**src/krpc_pkg.sv**
```systemverilog
// shared types, constants and helpers for the keyed row permutation cipher
// no dependencies
package krpc_pkg;

  localparam int unsigned MAX_KEY   = 8;
  localparam int unsigned KEY_W     = 64;
  localparam int unsigned LEN_W     = 4;
  localparam int unsigned CFG_IDX_W = 2;
  localparam logic [7:0]  PAD_CHAR  = 8'h58;

  typedef enum logic [CFG_IDX_W-1:0] {
    REG_KEY_LETTERS  = 2'd0,
    REG_KEY_LENGTH   = 2'd1,
    REG_DECRYPT_MODE = 2'd2
  } cfg_reg_e;

  typedef enum logic {
    CMD_BYTE  = 1'b0,
    CMD_FLUSH = 1'b1
  } cmd_e;

  typedef struct packed {
    cmd_e       command;
    logic [7:0] data_byte;
  } in_item_t;

  typedef struct packed {
    logic [7:0] out_char;
    logic       char_valid;
    logic       row_last;
    logic       message_end;
  } out_item_t;

  typedef struct packed {
    logic             bare;
    logic             is_end;
    logic [LEN_W-1:0] width;
  } job_ctl_t;

  function automatic logic [7:0] to_upper(input logic [7:0] ch);
    logic [7:0] res;
    res = ch;
    if (ch >= 8'h61 && ch <= 8'h7A) begin
      res = ch - 8'h20;
    end
    return res;
  endfunction

endpackage

```
**src/krpc_rank.sv**
```systemverilog
// stable rank and sorted-order tables of the key, registered
// depends on krpc_pkg
module krpc_rank #(
  parameter int unsigned MaxKey = krpc_pkg::MAX_KEY,
  parameter int unsigned IdxW   = (MaxKey > 1) ? $clog2(MaxKey) : 1
) (
  input  logic                         clk_i,
  input  logic [krpc_pkg::KEY_W-1:0]   key_letters_i,
  input  logic [krpc_pkg::LEN_W-1:0]   width_i,
  output logic [MaxKey-1:0][IdxW-1:0]  rank_o,
  output logic [MaxKey-1:0][IdxW-1:0]  perm_o
);
  import krpc_pkg::*;

  logic [MaxKey-1:0][7:0]      kc;
  logic [MaxKey-1:0][IdxW-1:0] rank_d, rank_q;
  logic [MaxKey-1:0][IdxW-1:0] perm_d, perm_q;

  always_comb begin
    for (int c = 0; c < MaxKey; c++) begin
      kc[c] = to_upper(key_letters_i[8*c +: 8]);
    end
    for (int c = 0; c < MaxKey; c++) begin
      rank_d[c] = '0;
      for (int i = 0; i < MaxKey; i++) begin
        if (LEN_W'(i) < width_i &&
            (kc[i] < kc[c] || (kc[i] == kc[c] && i < c))) begin
          rank_d[c] = rank_d[c] + IdxW'(1);
        end
      end
    end
    perm_d = '0;
    for (int c = 0; c < MaxKey; c++) begin
      if (LEN_W'(c) < width_i) begin
        perm_d[rank_d[c]] = IdxW'(c);
      end
    end
  end

  always_ff @(posedge clk_i) begin
    rank_q <= rank_d;
    perm_q <= perm_d;
  end

  assign rank_o = rank_q;
  assign perm_o = perm_q;

endmodule

```
**src/krpc_front.sv**
```systemverilog
// front end: filters and uppercases bytes, fills the pending row, issues row jobs
// depends on krpc_pkg
module krpc_front #(
  parameter int unsigned MaxKey = krpc_pkg::MAX_KEY,
  parameter int unsigned IdxW   = (MaxKey > 1) ? $clog2(MaxKey) : 1,
  parameter int unsigned CntW   = $clog2(MaxKey + 1)
) (
  input  logic                        clk_i,
  input  logic                        rst_ni,
  input  logic                        accept_i,
  input  krpc_pkg::in_item_t          item_i,
  input  logic [krpc_pkg::LEN_W-1:0]  width_i,
  output logic                        job_push_o,
  output logic [MaxKey-1:0][7:0]      job_data_o,
  output krpc_pkg::job_ctl_t          job_ctl_o
);
  import krpc_pkg::*;

  logic [MaxKey-1:0][7:0] row_q, row_next;
  logic [CntW-1:0]        fill_q, fill_d, fill_inc, fill_eff;
  logic                   is_byte, keep, wr_byte;
  logic [7:0]             ch_up;

  always_comb begin
    is_byte  = (item_i.command == CMD_BYTE);
    keep     = item_i.data_byte inside {[8'h30:8'h39], [8'h41:8'h5A], [8'h61:8'h7A]};
    wr_byte  = is_byte && keep;
    ch_up    = to_upper(item_i.data_byte);
    fill_inc = fill_q + CntW'(1);
    fill_eff = is_byte ? fill_inc : fill_q;

    for (int c = 0; c < MaxKey; c++) begin
      row_next[c] = row_q[c];
      if (wr_byte && fill_q[IdxW-1:0] == IdxW'(c)) begin
        row_next[c] = ch_up;
      end
      job_data_o[c] = (CntW'(c) < fill_eff) ? row_next[c] : PAD_CHAR;
    end

    job_ctl_o.bare   = !is_byte && (fill_q == '0);
    job_ctl_o.is_end = !is_byte;
    job_ctl_o.width  = width_i;

    job_push_o = accept_i && (!is_byte || (keep && LEN_W'(fill_inc) >= width_i));

    fill_d = fill_q;
    if (job_push_o) begin
      fill_d = '0;
    end else if (accept_i && wr_byte) begin
      fill_d = fill_inc;
    end
  end

  always_ff @(posedge clk_i or negedge rst_ni) begin
    if (!rst_ni) begin
      fill_q <= '0;
    end else begin
      fill_q <= fill_d;
    end
  end

  always_ff @(posedge clk_i) begin
    if (accept_i && wr_byte) begin
      row_q <= row_next;
    end
  end

endmodule

```
**src/krpc_jobq.sv**
```systemverilog
// two-entry queue of row jobs between front and back
// depends on krpc_pkg
module krpc_jobq #(
  parameter int unsigned MaxKey = krpc_pkg::MAX_KEY
) (
  input  logic                    clk_i,
  input  logic                    rst_ni,
  input  logic                    push_i,
  input  logic [MaxKey-1:0][7:0]  data_i,
  input  krpc_pkg::job_ctl_t      ctl_i,
  input  logic                    deq_i,
  output logic                    full_o,
  output logic                    valid_o,
  output logic [MaxKey-1:0][7:0]  data_o,
  output krpc_pkg::job_ctl_t      ctl_o
);
  import krpc_pkg::*;

  logic [1:0][MaxKey-1:0][7:0] data_q;
  job_ctl_t [1:0]              ctl_q;
  logic                        wr_ptr_q, rd_ptr_q;
  logic [1:0]                  count_q;

  assign full_o  = (count_q == 2'd2);
  assign valid_o = (count_q != 2'd0);
  assign data_o  = data_q[rd_ptr_q];
  assign ctl_o   = ctl_q[rd_ptr_q];

  always_ff @(posedge clk_i or negedge rst_ni) begin
    if (!rst_ni) begin
      wr_ptr_q <= 1'b0;
      rd_ptr_q <= 1'b0;
      count_q  <= 2'd0;
    end else begin
      if (push_i) begin
        wr_ptr_q <= !wr_ptr_q;
      end
      if (deq_i) begin
        rd_ptr_q <= !rd_ptr_q;
      end
      count_q <= count_q + {1'b0, push_i} - {1'b0, deq_i};
    end
  end

  always_ff @(posedge clk_i) begin
    if (push_i) begin
      data_q[wr_ptr_q] <= data_i;
      ctl_q[wr_ptr_q]  <= ctl_i;
    end
  end

endmodule

```
**src/krpc_back.sv**
```systemverilog
// back end: walks a row job one column per cycle into the output register
// when that register is free or popped; depends on krpc_pkg
module krpc_back #(
  parameter int unsigned MaxKey = krpc_pkg::MAX_KEY,
  parameter int unsigned IdxW   = (MaxKey > 1) ? $clog2(MaxKey) : 1
) (
  input  logic                        clk_i,
  input  logic                        rst_ni,
  input  logic                        job_valid_i,
  input  logic [MaxKey-1:0][7:0]      job_data_i,
  input  krpc_pkg::job_ctl_t          job_ctl_i,
  input  logic [MaxKey-1:0][IdxW-1:0] rank_i,
  input  logic [MaxKey-1:0][IdxW-1:0] perm_i,
  input  logic                        decrypt_i,
  input  logic                        pop_i,
  output logic                        deq_o,
  output logic                        empty_o,
  output krpc_pkg::out_item_t         item_o
);
  import krpc_pkg::*;

  logic [IdxW-1:0] col_q, col_d, src;
  logic            out_v_q, out_v_d, load, last;
  out_item_t       res, out_q;

  always_comb begin
    load = job_valid_i && (!out_v_q || pop_i);
    src  = decrypt_i ? rank_i[col_q] : perm_i[col_q];
    last = job_ctl_i.bare || (LEN_W'(col_q) + LEN_W'(1) == job_ctl_i.width);

    if (job_ctl_i.bare) begin
      res.out_char   = 8'h00;
      res.char_valid = 1'b0;
    end else begin
      res.out_char   = job_data_i[src];
      res.char_valid = 1'b1;
    end
    res.row_last    = last;
    res.message_end = last && job_ctl_i.is_end;

    deq_o = load && last;
    col_d = col_q;
    if (load) begin
      col_d = last ? '0 : col_q + IdxW'(1);
    end
    out_v_d = out_v_q;
    if (load) begin
      out_v_d = 1'b1;
    end else if (pop_i) begin
      out_v_d = 1'b0;
    end
  end

  always_ff @(posedge clk_i or negedge rst_ni) begin
    if (!rst_ni) begin
      col_q   <= '0;
      out_v_q <= 1'b0;
    end else begin
      col_q   <= col_d;
      out_v_q <= out_v_d;
    end
  end

  always_ff @(posedge clk_i) begin
    if (load) begin
      out_q <= res;
    end
  end

  assign empty_o = !out_v_q;
  assign item_o  = out_q;

endmodule

```
**src/keyed_row_permutation_cipher.sv**
```systemverilog
// top level of the keyed row permutation cipher: config registers, front, job queue, back
// depends on krpc_pkg, krpc_rank, krpc_front, krpc_jobq, krpc_back
//
// usage
// - input side is a queue: present in_item_i with push; a transfer happens when
//   push is high and full is low. full rises while two row jobs are waiting.
// - result side is a queue: while empty is low the oldest result is on
//   out_item_o; a transfer happens when pop is high and empty is low.
// - config: cfg_valid_i with cfg_index_i and cfg_data_i, always ready. write only
//   while the block is idle.
// - a byte that completes a row, or a flush, is written to the job queue and
//   then loaded into the output register; a row of w columns then drains one
//   result per cycle while the receiver pops. other bytes give nothing.
// - inputs are taken one per cycle while the two-entry job queue has room; the
//   back end handles one column at a time, which sets the sustained rate.
// - if the receiver stalls, the output register holds, the back end stops and
//   full rises once the job queue holds two rows; nothing is lost.
// - reset empties the row, the job queue and the output register and restores
//   key length 1, encrypt mode and an all-zero key.
module keyed_row_permutation_cipher #(
  parameter int unsigned MaxKey = krpc_pkg::MAX_KEY
) (
  input  logic                                clk_i,
  input  logic                                rst_ni,
  input  logic                                push,
  output logic                                full,
  input  krpc_pkg::in_item_t                  in_item_i,
  output logic                                empty,
  input  logic                                pop,
  output krpc_pkg::out_item_t                 out_item_o,
  input  logic                                cfg_valid_i,
  output logic                                cfg_ready_o,
  input  logic [krpc_pkg::CFG_IDX_W-1:0]      cfg_index_i,
  input  logic [krpc_pkg::KEY_W-1:0]          cfg_data_i
);
  import krpc_pkg::*;

  localparam int unsigned IdxW = (MaxKey > 1) ? $clog2(MaxKey) : 1;

  logic [KEY_W-1:0]            key_letters_q;
  logic [LEN_W-1:0]            key_length_q, width;
  logic                        decrypt_q;
  logic                        accept, job_push, job_full, job_valid, job_deq;
  logic [MaxKey-1:0][7:0]      push_data, head_data;
  job_ctl_t                    push_ctl, head_ctl;
  logic [MaxKey-1:0][IdxW-1:0] rank, perm;

  assign cfg_ready_o = 1'b1;

  always_ff @(posedge clk_i or negedge rst_ni) begin
    if (!rst_ni) begin
      key_letters_q <= '0;
      key_length_q  <= LEN_W'(1);
      decrypt_q     <= 1'b0;
    end else if (cfg_valid_i && cfg_ready_o) begin
      case (cfg_reg_e'(cfg_index_i))
        REG_KEY_LETTERS:  key_letters_q <= cfg_data_i;
        REG_KEY_LENGTH:   key_length_q  <= cfg_data_i[LEN_W-1:0];
        REG_DECRYPT_MODE: decrypt_q     <= cfg_data_i[0];
        default: ;
      endcase
    end
  end

  always_comb begin
    if (key_length_q == '0) begin
      width = LEN_W'(1);
    end else if (key_length_q > LEN_W'(MaxKey)) begin
      width = LEN_W'(MaxKey);
    end else begin
      width = key_length_q;
    end
  end

  assign full   = job_full;
  assign accept = push && !job_full;

  krpc_rank #(.MaxKey(MaxKey), .IdxW(IdxW)) u_rank (
    .clk_i         (clk_i),
    .key_letters_i (key_letters_q),
    .width_i       (width),
    .rank_o        (rank),
    .perm_o        (perm)
  );

  krpc_front #(.MaxKey(MaxKey), .IdxW(IdxW)) u_front (
    .clk_i      (clk_i),
    .rst_ni     (rst_ni),
    .accept_i   (accept),
    .item_i     (in_item_i),
    .width_i    (width),
    .job_push_o (job_push),
    .job_data_o (push_data),
    .job_ctl_o  (push_ctl)
  );

  krpc_jobq #(.MaxKey(MaxKey)) u_jobq (
    .clk_i   (clk_i),
    .rst_ni  (rst_ni),
    .push_i  (job_push),
    .data_i  (push_data),
    .ctl_i   (push_ctl),
    .deq_i   (job_deq),
    .full_o  (job_full),
    .valid_o (job_valid),
    .data_o  (head_data),
    .ctl_o   (head_ctl)
  );

  krpc_back #(.MaxKey(MaxKey), .IdxW(IdxW)) u_back (
    .clk_i       (clk_i),
    .rst_ni      (rst_ni),
    .job_valid_i (job_valid),
    .job_data_i  (head_data),
    .job_ctl_i   (head_ctl),
    .rank_i      (rank),
    .perm_i      (perm),
    .decrypt_i   (decrypt_q),
    .pop_i       (pop),
    .deq_o       (job_deq),
    .empty_o     (empty),
    .item_o      (out_item_o)
  );

`ifndef SYNTHESIS
  a_row_continues: assert property (@(posedge clk_i) disable iff (!rst_ni)
    pop && !empty && !out_item_o.row_last |=> !empty)
    else $error("row burst broken after transfer");

  a_end_is_last: assert property (@(posedge clk_i) disable iff (!rst_ni)
    !empty && out_item_o.message_end |-> out_item_o.row_last)
    else $error("message end without row last");

  a_bare_marker: assert property (@(posedge clk_i) disable iff (!rst_ni)
    !empty && !out_item_o.char_valid |->
      out_item_o.message_end && out_item_o.out_char == 8'h00)
    else $error("malformed end marker");
`endif

endmodule
```
**config.mk**
```make
export PLATFORM = sky130hd
export DESIGN_NAME = keyed_row_permutation_cipher
export DESIGN_NICKNAME = d
export VERILOG_FILES = /design/src/krpc_pkg.sv /design/src/krpc_rank.sv /design/src/krpc_front.sv /design/src/krpc_jobq.sv /design/src/krpc_back.sv /design/src/keyed_row_permutation_cipher.sv
export SDC_FILE = /design/constraint.sdc
export NUM_CORES = 1
export LEC_CHECK = 0
export ABC_AREA = 1
export BUFFER_PORTS_ARGS = -buffer_cell sky130_fd_sc_hd__buf_2
export CAP_MARGIN = 0
export CORE_AREA = 4 4 236 238
export CTS_CLUSTER_DIAMETER = 30
export DETAILED_ROUTE_END_ITERATION = 16
export DIE_AREA = 0 0 240 242
export GPL_TIMING_DRIVEN = 0
export HOLD_SLACK_MARGIN = 0.02
export PLACE_DENSITY = 0.6
export SETUP_SLACK_MARGIN = 0.1
export SYNTH_ARGS = -nofsm -noshare
export SYNTH_HDL_FRONTEND = slang
export SYNTH_SLANG_ARGS = --single-unit
export TNS_END_PERCENT = 100
```
**constraint.sdc**
```tcl
create_clock -name clk_i -period 5.6 [get_ports clk_i]
set_input_delay 1.12 -clock clk_i [delete_from_list [all_inputs] [get_ports clk_i]]
set_output_delay 1.12 -clock clk_i [all_outputs]
set_load 0.01 [all_outputs]
```
# [Word level (Yosys, flattened, before mapping)]
# Cells that the tools add are included.
[word_totals] ff_bits=344 input_bits=80
[op_classes] add_sub_neg=70 magnitude_cmp=123 eq_ne=39 mux=136 bitwise_logic=17 n_reduce_logical=146
[op_table] cell="8-bit < comparator" count=64
[op_table] cell="8-bit equality test" count=28
[op_table] cell="8-bit two-way mux" count=26
[op_table] cell="3-bit two-way mux" count=67
[op_table] cell="64-bit two-way mux" count=3
[op_table] cell="3-bit by 1-bit adder with 3-bit output, second input constant" count=50
[op_table] cell="24-bit two-way mux" count=6
[op_table] cell="128-bit bitwise mux" count=1
[op_table] cell="1-bit logical AND" count=100
[op_table] cell="8-bit by 7-bit >= comparator with 1-bit output, second input constant" count=10
[op_table] cell="8-bit by 7-bit less-or-equal comparator with 1-bit output, second input constant" count=10
[op_table] cell="8-bit by 6-bit subtractor with 8-bit output, second input constant" count=9
[op_table] cell="64-bit demux with 1-bit select" count=1
[op_table] cell="3-bit demux with 3-bit select" count=7
[op_table] cell="16-bit bitwise OR" count=3
[op_table] cell="3-bit by 4-bit < comparator with 1-bit output, second input constant" count=9
[op_table] cell="16-bit bitwise AND" count=2
[op_table] cell="3-bit by 4-bit < comparator with 1-bit output, first input constant" count=8
[op_table] cell="16-bit NOT" count=2
[op_table] cell="1-bit logical OR" count=31
[op_table] cell="8-bit bitwise AND" count=3
[op_table] cell="8-bit binary-select mux with 3-bit select" count=1
[op_table] cell="8-bit NOT" count=3
[op_table] cell="24-bit bitwise OR" count=1
[op_table] cell="37 further kinds" count=86

# [Logic depth before layout (Yosys ltp)]
# Gate-level depths: netlist (run 1).
[depth] ltp_word=38 mapped_depth=45

# [Modules after synthesis]
# Synthesis (run 1) repeated with hierarchy kept, for this count alone.
[unflattened] cells_unflattened=3400 hier_area_um2=26016.2
[by_module_without_submodules] mod="krpc_rank" instances=1 cells_per_inst=1750 area_per_inst_um2=10999.3 seq_area_each_um2=960.9
[by_module_without_submodules] mod="krpc_jobq" instances=1 cells_per_inst=390 area_per_inst_um2=5429.0 seq_area_each_um2=4304.1
[by_module_without_submodules] mod="krpc_front" instances=1 cells_per_inst=585 area_per_inst_um2=4490.6 seq_area_each_um2=2021.9
[by_module_without_submodules] mod="keyed_row_permutation_cipher" instances=1 cells_per_inst=316 area_per_inst_um2=3029.2 seq_area_each_um2=1727.9
[by_module_without_submodules] mod="krpc_back" instances=1 cells_per_inst=359 area_per_inst_um2=2068.2 seq_area_each_um2=430.4

# [Worst setup path before layout (run 1)]
# OpenSTA, ideal clock, no wires.
[synth_path] path_kind="input port to flip-flop" start="in in_item_i[3] in the netlist's numbering" end="reg u_jobq.ctl_q[10] in the netlist's numbering (enable)" arrival_ns=5.176 t_required_ns=5.100 setup_slack_ns=-0.076 stages=9 path_buffers=0 path_cell_list="inv_1 -> nand4_1 -> o21ai_0 -> o211ai_1 -> nand3_1 -> o21ai_0 -> a21oi_1 -> inv_1 -> nor2_1"
[synth_via] elab_chain_len=6 word_cells_on_any_way=13 classes_between="6 x order compare; 7 x reduce/logical"
[synth_rtl] element="from (decl)" line_no="keyed_row_permutation_cipher.sv:27" source="input krpc_pkg::in_item_t in_item_i,"
[synth_rtl] element="8-bit by 6-bit >= comparator with 1-bit output (tied with other cells)" line_no="krpc_front.sv:26" source="keep = item_i.data_byte inside {[8'h30:8'h39], [8'h41:8'h5A], [8'h61:8'h7A]};"
[synth_rtl] element="1-bit logical AND" line_no="krpc_front.sv:26"
[synth_rtl] element="3-bit nonzero test (*)" line_no="krpc_front.sv:26"
[synth_rtl] element="1-bit logical AND (*)" line_no="krpc_front.sv:44" source="job_push_o = accept_i && (!is_byte || (keep && LEN_W'(fill_inc) >= width_i));"
[synth_rtl] element="1-bit logical OR (*)" line_no="krpc_front.sv:44"
[synth_rtl] element="1-bit logical AND (*)" line_no="krpc_front.sv:44"
[synth_rtl] element="via job_push" line_no="keyed_row_permutation_cipher.sv:43" source="logic accept, job_push, job_full, job_valid, job_deq;"
[synth_rtl] element="to (signal, indexed assignment)" line_no="krpc_jobq.sv:48" source="ctl_q[wr_ptr_q] <= ctl_i;"
[synth_rtl] element="to (decl)" line_no="krpc_jobq.sv:20" source="job_ctl_t [1:0] ctl_q;"
# The timed path passes the listed nets; every way through them passes the cells marked *.
# A chain may end at the register's enable or synchronous reset.

==> impl_metrics.toml, run 1 <==
[run_status]
outcome = "complete, but fails checks"
failed_checks = "negative setup slack"

[sta]
worst_pin_slew_ns = 1.38
hold_viol = 0
fin_ws_ns = -0.170
clock_skew_ns = 0.0288
period_minus_slack_ns = 5.77
rsz0062_at_grt = "yes"
fin_hold_ws_ns = 0.397
fmax_mhz = 173
finalCritPeriodShare_pct = 103
setup_violations = 8
slew_viol_final = 0
relSlewSlack_pct = 7.07

[cells_and_area]
design_area_sq_um = 31200
seq_area_sq_um = 9490
postLayoutCoreUtil_pct = 58.3
final_cells = 4104
drive_above_1_share_pct = 27.1
nFillCells = 4751
area_growth_pct = 30.4
final_nets = 3707
multiInputGateArea_sq_um = 14500

[routing]
dr.first_iter.drc_count = 1752
met1_length_um = 34400
wl_um = 80500
viasPerCell = 5.49
ant_nets = 0
wl_met2_um = 37000
vias = 22500
firstDrtPassIters = 5
routed.top_layer = "met4"
routed-wl-met3_um = 5610
wl_per_cell_um = 19.6
drc = 0

[grt]
grt_max_degree = 67
antenna_found_initial = 2
grt_usage_pct = 26.6
grt_pass1_wl_um = 120000
grt_pass1_vias = 21500
grt-ovfl-total = 0

[floorplanning]
fp-row-count = 85
core_sq_um = 53600
fp.dieArea_sq_um = 58100
dieWidth_um = 240
io_pins = 94
die_h_um = 242
start_util_pct = 44.7

[pwr]
internal-power_mw = 10.4
p_leak_nw = 14.4
p_seq_share_pct = 19.7
clkPwrFrac_pct = 24.0
vdd_drop_max_v = 0.000280
switching_share_pct = 45.0
p_per_area_nw_per_um2 = 608
combPwrFrac_pct = 56.2
totalPowerFinal_mw = 19.0
power.switching_mw = 8.55

[synthesis]
yosysUniqueCellTypes = 63
avgSynthCellArea_sq_um = 7.98
synth.most_common_cell = "nand2_1"
synth-seq-cells = 344
synth_top_area_share_pct = 27.0
syn_inst = 3001
synth_top_cell_by_area = "edfxtp_1"
synth_area_leaders = "edfxtp_1 (27%), ha_1 (15%), nand2_1 (12%), dfrtp_1 (8.4%), inv_1 (5.6%)"
synthTopCellsByCount = "nand2_1 (756), inv_1 (355), ha_1 (284), a21oi_1 (263), nor2_1 (223)"
synth-edff-count = 215
synth_top_flop_cell = "edfxtp_1"
synth_nets = 3365
ys_seq_area_share_pct = 39.5
synth-async-reset-ratio_pct = 23.5
synth_area_sq_um = 23900
ys.warnings.count = 0

[clocking]
clk_path_buf_depth = 3
path_clk_slew_ns = 0.04
root_buffer = "clkbuf_16"
numCtsBuffers = 78
clock-sinks = 344
holdBufCountCts = 0
htree_levels = 3
clk_latency_ns = 0.61
cts_tree = "done"

[run]
drv_cap = 0

[placement]
dpl_cell_area_sq_um = 25500
placedCellCount = 3796
io_buffer_count = 92
place_congestion = 0.932
hpwlAfterDp_um = 57600

[setup_path]
reg2reg_to = "u_rank.perm_o[6]"
required_ns = 6.13
endpoint_kind = "register"
critPathSlowestCell = "dfrtp_4"
start_kind = "register"
reg2reg_slack_ns = -0.17
r2r-start = "key_letters_q[0]"
critPathKind = "register to register"
critPathMaxStageDelay_ns = 0.50
arrival_ns = 6.30
rr_worst_depth = 43
crit_path_max_fanout = 7

[worst_hold_path]
hold_path_class = "input port to asynchronous set/reset pin"
final cells by class:
type / instances / share of cell area [%]
clock inverters: 39 / 1.64
diodes: 1 / 0.00801
well taps: 696 / 2.79
inverters: 386 / 4.89
plain buffers: 60 / 0.781
clock buffers: 105 / 6.94
flip-flops and latches: 344 / 30.4
repair buffers: 262 / 6.21
multi-input cells: 2211 / 46.4
power by group through the flow:
stage	clock [mW]	sequential, mW	combinational, mW
6_report	4.56	3.75	10.7
3_3_place_gp	0	3.84	7.85
3_5_place_dp	0	3.83	8.17
4_1_cts	4.62	3.75	9.17
5_1_grt	4.77	3.80	11.8
2_1_floorplan	0	3.73	5.73
cells in the final DEF (no fill, tap or decap), types with 23 or more instances in the layout:
master / instances
nand2_1: 671
inv_1: 295
a21oi_1: 245
ha_1: 245
edfxtp_1: 215
nor2_1: 178
nand3_1: 168
buf_4: 148
nand2_2: 105
buf_2: 100
o21ai_0: 95
clkbuf_16: 80
inv_2: 63
clkbuf_1: 62
or2_2: 61
a211oi_1: 52
dfrtp_1: 51
dfxtp_1: 48
nor2_2: 38
ha_4: 37
nand4_1: 30
dfrtp_2: 27
nand3_2: 26
nand2_4: 23
registers in the layout, indices dropped and copies added, names as in the netlist:
signal,cells
u_jobq.rd_ptr_q,1
u_back.col_q,3
u_jobq.wr_ptr_q,1
u_front.fill_q,4
u_back.item_o,11
u_jobq.data_q,128
u_rank.rank_o,24
decrypt_q,1
key_letters_q,64
u_jobq.ctl_q,12
u_front.row_q,64
u_back.out_v_q,1
key_length_q,4
u_jobq.count_q,2
u_rank.perm_o,24
layer usage:
metal / GRT usage, % / up-vias
met3: 4.66 / 196
li1: - / 10900
met2: 42.3 / 773
met1: 35.7 / 10700
met4: 11.4 / 0
met5: 0 / -
how the worst max path moves through the flow:
| stage | start | end | slack, ns | cells after the start |
|---|---|---|---|---|
| after floorplan | key_letters_q[8] | u_rank.perm_o[3] | 0.14 | 39 |
| after global placement | key_letters_q[9] | u_rank.perm_o[3] | -1.59 | 42 |
| after detailed placement | key_letters_q[9] | u_rank.perm_o[3] | -1.71 | 42 |
| after CTS | key_letters_q[17] | u_rank.perm_o[3] | 0.02 | 47 |
| after global routing | key_letters_q[17] | u_rank.perm_o[3] | -0.42 | 43 |
| final | key_letters_q[0] | u_rank.perm_o[6] | -0.17 | 43 |
kinds of logic after synthesis:
group,Yosys count,synth area share (%)
other,1,0.0157
buffers and inverters,446,7.07
AO/OA/AOI/OAI,523,12.6
adder cells (fa/ha/maj),284,14.8
AND/OR/NAND/NOR,1376,24.9
flip-flops,344,39.5
XOR/XNOR,16,0.585
multiplexers,11,0.512
through the flow:
step	TNS, ns	setup WS, ns
floorplan	0	0.137
global placement	-241.86	-1.59
detailed placement	-40.31	-1.71
CTS	0	0.0187
global route	-4.56	-0.424
finish	-0.930	-0.170
critical path, delay by kind of cell, from the launching register on:
family	cells	cell delay (ns)
AND/OR/NAND/NOR	24	2.36
adder cells (fa/ha/maj)	3	0.75
AO/OA/AOI/OAI	4	0.81
flip-flops	1	0.50
buffers and inverters	12	1.24
what timing repair did:
item	in CTS	in global routing
setup endpoints to repair	40	32
endpoints found under the hold margin	0	0
setup buffers	102	67
cloned	0	0
pin swaps	69	109
gates resized for setup	213	264
Note: power is estimated with default switching activity, not from simulation.
==> run 2: changes to the inputs <==
--- a/config.mk
+++ b/config.mk
@@ -8,15 +8,16 @@
 export ABC_AREA = 1
 export BUFFER_PORTS_ARGS = -buffer_cell sky130_fd_sc_hd__buf_2
 export CAP_MARGIN = 0
-export CORE_AREA = 4 4 236 238
+export CORE_AREA = 4 4 328 330
 export CTS_CLUSTER_DIAMETER = 30
 export DETAILED_ROUTE_END_ITERATION = 16
-export DIE_AREA = 0 0 240 242
+export DIE_AREA = 0 0 332 334
 export GPL_TIMING_DRIVEN = 0
 export HOLD_SLACK_MARGIN = 0.02
-export PLACE_DENSITY = 0.6
+export PLACE_DENSITY = 0.37
 export SETUP_SLACK_MARGIN = 0.1
 export SYNTH_ARGS = -nofsm -noshare
 export SYNTH_HDL_FRONTEND = slang
+export SYNTH_HIERARCHICAL = 1
 export SYNTH_SLANG_ARGS = --single-unit
 export TNS_END_PERCENT = 100
==> impl_metrics.toml, run 2 <==
[clocking]
numCtsBuffers = 96
clk_latency_ns = 0.67
htree_levels = 3
holdBufCountCts = 0
root_buffer = "clkbuf_16"
clk_path_buf_depth = 3
clock-sinks = 344
path_clk_slew_ns = 0.05
cts_tree = "done"

[cells_and_area]
layout_common_cells = "nand2_1 (863), inv_1 (447), nand3_1 (241)"
final_common_cell = "nand2_1"
final_nets = 4134
area_growth_pct = 36.4
largest-register = "u_jobq/data_q"
largest_reg_flops = 128
reg_top3 = "u_jobq/data_q (128), key_letters_q (64), u_front/row_q (64)"
drive_above_1_share_pct = 28.7

[setup_path]
path_buf_inv = 9
reg2reg_slack_ns = -0.15
worst_path_most_repeated_cell = "inv_2"
endpoint_kind = "register"
critPathKind = "register to register"
arrival_ns = 6.27
crit_path_max_fanout = 3
worstSetupStartpoint = "key_letters_q[7]"
start_kind = "register"
critPathSlowestCell = "dfrtp_1"
r2r-start = "key_letters_q[7]"
critPathMaxStageDelay_ns = 0.42
required_ns = 6.12
critPathTopFamily = "adder cells"

[grt]
grt_max_degree = 55
grt-ovfl-total = 0
grt_usage_pct = 16.2
antenna_found_initial = 1
grt_pass1_vias = 23000
grt_pass1_wl_um = 138000

[pwr]
p_leak_nw = 16.7
p_per_area_nw_per_um2 = 594
vdd_drop_max_v = 0.000255
totalPowerFinal_mw = 21.1

[synthesis]
ys.warnings.count = 6
synth_nets = 3757
synth_top_flop_cell = "edfxtp_1"
synthAdderAreaFrac_pct = 13.3
synthTopCellsByCount = "nand2_1 (973), inv_1 (503), nor2_1 (284), ha_1 (277), nand3_1 (271)"
synth-compound-area-share_pct = 6.57
muxShareOfSynthArea_pct = 0.207
synth_top_family_by_area = "simple AND/OR/NAND/NOR gates"
synth_top_cell_by_area = "edfxtp_1"
synth-edff-count = 215
synth-seq-cells = 344
synth_top_area_share_pct = 24.8
yosysUniqueCellTypes = 65
synth.most_common_cell = "nand2_1"
synth-async-reset-ratio_pct = 23.5
syn_inst = 3400
avgSynthCellArea_sq_um = 7.65
synth_area_sq_um = 26000
synth_xor_area_share_pct = 1.37
synthSimpleGateAreaFrac_pct = 31.7
synth_area_leaders = "edfxtp_1 (25%), nand2_1 (14%), ha_1 (13%), dfrtp_1 (7.7%), inv_1 (7.3%)"
ys_seq_area_share_pct = 36.3

[floorplanning]
io_pins = 94
core_sq_um = 105000
dieWidth_um = 332
die_h_um = 334
fp.dieArea_sq_um = 111000
start_util_pct = 24.8
fp-row-count = 119

[run]
drv_cap = 0

[routing]
wl_per_cell_um = 17.4
ant_nets = 0
vias = 23000
firstDrtPassIters = 5
drc = 0
wl_um = 91400
viasPerCell = 4.38
dr.first_iter.drc_count = 1165

[sta]
fin_ws_ns = -0.153
period_minus_slack_ns = 5.75
worst_pin_slew_ns = 0.940
rsz0062_at_grt = "yes"
setup_violations = 23
slew_viol_final = 0
relSlewSlack_pct = 36.7
fmax_mhz = 174
fin_hold_ws_ns = 0.426
finalCritPeriodShare_pct = 103
clock_skew_ns = 0.0516
hold_viol = 0

[placement]
io_buffer_count = 90
place_congestion = 0.812
hpwlAfterDp_um = 67300

[worst_hold_path]
hold_path_class = "input port to asynchronous set/reset pin"

[run_status]
outcome = "complete, but fails checks"
failed_checks = "negative setup slack"
run 2: cell types whose count changed after synthesis, sizes merged, moves of 41 or more:
cell and change:
a211oi -48, a21oi -157, buf +41, inv +158, nand2 +241, nand3 +116
nand4 +52, nor2 +70, or2 -51
run 2: per-layer routing:
metal	GRT usage [%]	routed length, um
met1	22.4	44600
met2	26.4	41500
met3	2.31	3190
met4	4.23	2130
met5	0	12
run 2: kinds of logic (layout without fill, tap and decap cells):
| logic type | count (synthesis) | in the layout |
|---|---|---|
| AOI/OAI and AO/OA | 305 | 305 |
| xor gates and xnor gates | 38 | 38 |
| adders and majority gates | 277 | 277 |
| buffers and inverters | 619 | 1080 |
| DFF | 344 | 344 |
| muxes | 5 | 5 |
| other | 1 | 2 |
| and+or+nand+nor | 1811 | 1811 |
run 2: stage by stage:
step / utilization, % / std cells / TNS [ns] / area, sq um / setup slack [ns]
4_1_cts: 32.6 / 5220 / -1.98 / 34100 / -0.127
3_3_place_gp: 27.0 / 4881 / -143.38 / 28300 / -1.73
2_1_floorplan: - / 3400 / 0 / 26100 / 0.110
5_1_grt: 33.9 / 5252 / -8.95 / 35500 / -0.496
3_5_place_dp: 27.1 / 4887 / -46.14 / 28400 / -1.65
6_report: 33.9 / 5253 / -1.80 / 35500 / -0.153
run 2: what timing repair did:
action / CTS / global route
buffers inserted: 152 / 36
endpoints found under the setup margin: 40 / 35
gates resized for setup: 265 / 250
pin swaps: 125 / 166
run 2: power by group:
group | switching [mW] | total, mW | internal [mW] | leakage [nW]
registers | 0.299 | 3.79 | 3.49 | 3.35
clock network | 1.76 | 5.72 | 3.96 | 1.64
logic | 7.31 | 11.6 | 4.28 | 11.7
total | 9.37 | 21.1 | 11.7 | 16.7
run 2: layout make-up:
cell class | instances | area [sq um]
well taps | 1391 | 1740
repair buffers | 279 | 2110
clock buffers | 114 | 2550
clock inverters | 68 | 922
plain buffers | 78 | 714
fillers | 11100 | 69300
inverters | 541 | 2110
multi-input cells | 2437 | 15800
flip-flops and latches | 344 | 9500
diodes | 1 | 2.50
run 2: path summary, 6_finish.rpt:
check	end	cells past startpoint
setup reg to reg	u_rank/perm_o[10]	37
hold reg to reg	key_length_q[0]	2
hold / removal	key_letters_q[49]	1
setup / recovery	u_rank/perm_o[10]	37
max in group asynchronous	key_letters_q[17]	2
min in group clk_i	key_length_q[0]	2
==> run 3: changes to the inputs <==
==> constraint.sdc (replaced) <==
create_clock -name clk_i -period 5.6 [get_ports clk_i]
set_input_delay 0.56 -clock clk_i [delete_from_list [all_inputs] [get_ports clk_i]]
set_output_delay 0.56 -clock clk_i [all_outputs]
set_load 0.01 [all_outputs]
==> impl_metrics.toml, run 3 (synthesized netlist as in run 2, its figures left out) <==
[run_status]
outcome = "complete, but fails checks"
failed_checks = "negative setup slack"

[setup_path]
reg2reg_to = "u_rank/perm_o[21]"
critPathKind = "register to register"
r2r-start = "key_letters_q[10]"
worstSetupStartpoint = "key_letters_q[10]"
reg2reg_slack_ns = -0.12
critPathMaxStageDelay_ns = 0.51
endpoint_kind = "register"
arrival_ns = 6.30
required_ns = 6.18
worst_path_most_repeated_cell = "nand2_1"
crit_path_max_fanout = 4
rr_worst_depth = 44
critPathSlowestCell = "dfrtp_4"
start_kind = "register"

[sta]
setup_violations = 12
fin_hold_ws_ns = 0.113
fin_ws_ns = -0.123
clock_skew_ns = 0.0521
fmax_mhz = 175
slew_viol_final = 0
finalCritPeriodShare_pct = 102
rsz0062_at_grt = "yes"
hold_viol = 0
period_minus_slack_ns = 5.72
worst_pin_slew_ns = 0.975
finalSetupTns_ns = -0.659
relSlewSlack_pct = 34.3

[floorplanning]
dieWidth_um = 332
fp.dieArea_sq_um = 111000
fp-row-count = 119
io_pins = 94
die_h_um = 334
start_util_pct = 24.8
core_sq_um = 105000

[cells_and_area]
final_common_cell = "nand2_1"
nFillCells = 11300
area_growth_pct = 34.0
drive_above_1_share_pct = 27.2
postLayoutCoreUtil_pct = 33.3
reg_top3 = "u_jobq/data_q (128), key_letters_q (64), u_front/row_q (64)"
final_nets = 4101
final_cells = 5217
largest-register = "u_jobq/data_q"
diodes = 0
seq_area_sq_um = 9500
layout_common_cells = "nand2_1 (870), inv_1 (450), nand3_1 (244)"
largest_reg_flops = 128
multiInputGateArea_sq_um = 15600

[routing]
ant_nets = 0
vias = 22800
viasPerCell = 4.37
wl_um = 90500
wl_per_cell_um = 17.4
drc = 0
dr.first_iter.drc_count = 1127
firstDrtPassIters = 5

[grt]
grt_pass1_vias = 22500
antenna_found_initial = 2
use_met1_pct = 22.3
top_usage_layer = "met2"
grt_pass1_wl_um = 136000
grt-ovfl-total = 0
grtUsageMet2_pct = 26.0
grt_usage_pct = 16.0
grt_max_degree = 63
grt.met3_usage_pct = 2.11

[clocking]
root_buffer = "clkbuf_16"
clk_path_buf_depth = 3
clk_latency_ns = 0.66
htree_levels = 3
clock-sinks = 344
numCtsBuffers = 95
path_clk_slew_ns = 0.04
cts_tree = "done"

[pwr]
clkPwrFrac_pct = 27.4
p_leak_nw = 16.5
p_seq_share_pct = 18.4
vdd_drop_max_v = 0.000225
combPwrFrac_pct = 54.2
switching_share_pct = 44.1
power.switching_mw = 9.12
internal-power_mw = 11.5
p_per_area_nw_per_um2 = 593
totalPowerFinal_mw = 20.7

[worst_hold_path]
hold_path_class = "input port to register"
min_to = "u_jobq/ctl_q[4]"
min_path_cells = 1
hp-start = "in_item_i[8]"

[placement]
hpwlAfterDp_um = 67400
io_buffer_count = 90
placedCellCount = 4887
place_congestion = 0.801

[run]
drv_cap = 0
-- run 3: how the worst max path moves through the flow --
| stage | to | slack (ns) |
|---|---|---|
| floorplan | u_rank/perm_o[18] | 0.11 |
| global placement | u_jobq/data_q[37] | -2.76 |
| detailed placement | u_rank/perm_o[7] | -1.69 |
| CTS | u_rank/perm_o[3] | -0.15 |
| global route | u_rank/perm_o[21] | -0.48 |
| finish | u_rank/perm_o[21] | -0.12 |
-- run 3: what timing repair did --
| action | in CTS | in global routing |
|---|---|---|
| setup buffers | 111 | 41 |
| pin swaps | 126 | 138 |
| setup endpoints to repair | 40 | 33 |
| gates resized for setup | 263 | 209 |
| hold buffers | 1 | 0 |
| endpoints found under the hold margin | 19 | 0 |
-- run 3: worst max-delay path, delay by kind of cell (launching register included) --
family	cells	cell delay, ns
simple gates	25	2.30
fa+ha+maj	6	1.42
buf+inv	8	0.70
flops	1	0.51
xor+xnor	3	0.51
compound gates	2	0.25
-- run 3: power groups by stage --
stage | logic, mW | clock network, mW | registers (mW)
2_1_floorplan | 6.26 | 0 | 3.76
3_3_place_gp | 8.88 | 0 | 3.93
3_5_place_dp | 8.95 | 0 | 3.89
4_1_cts | 10.1 | 5.80 | 3.81
5_1_grt | 12.6 | 5.95 | 3.86
6_report | 11.2 | 5.66 | 3.80
-- run 3: routing by layer --
layer | share of wire (%) | up-vias
li1 | - | 11800
met1 | 49 | 10500
met4 | 2.0 | 0
met2 | 45 | 400
met3 | 3.5 | 106
met5 | 0 | -
-- run 3: layout make-up --
type	instances	area share, %
Buffer	78	2.06
Inverter	541	6.08
Tap cell	1391	4.99
Multi-Input combinational cell	2437	44.6
Clock inverter	68	2.61
Clock buffer	111	7.11
Timing Repair Buffer	247	5.28
Sequential cell	344	27.2
-- run 3: through the flow --
step	cell area, sq um	setup slack [ns]
4_1_cts	33700	-0.152
3_3_place_gp	28300	-2.76
5_1_grt	34900	-0.478
3_5_place_dp	28400	-1.69
2_1_floorplan	26100	0.110
6_report	34900	-0.123
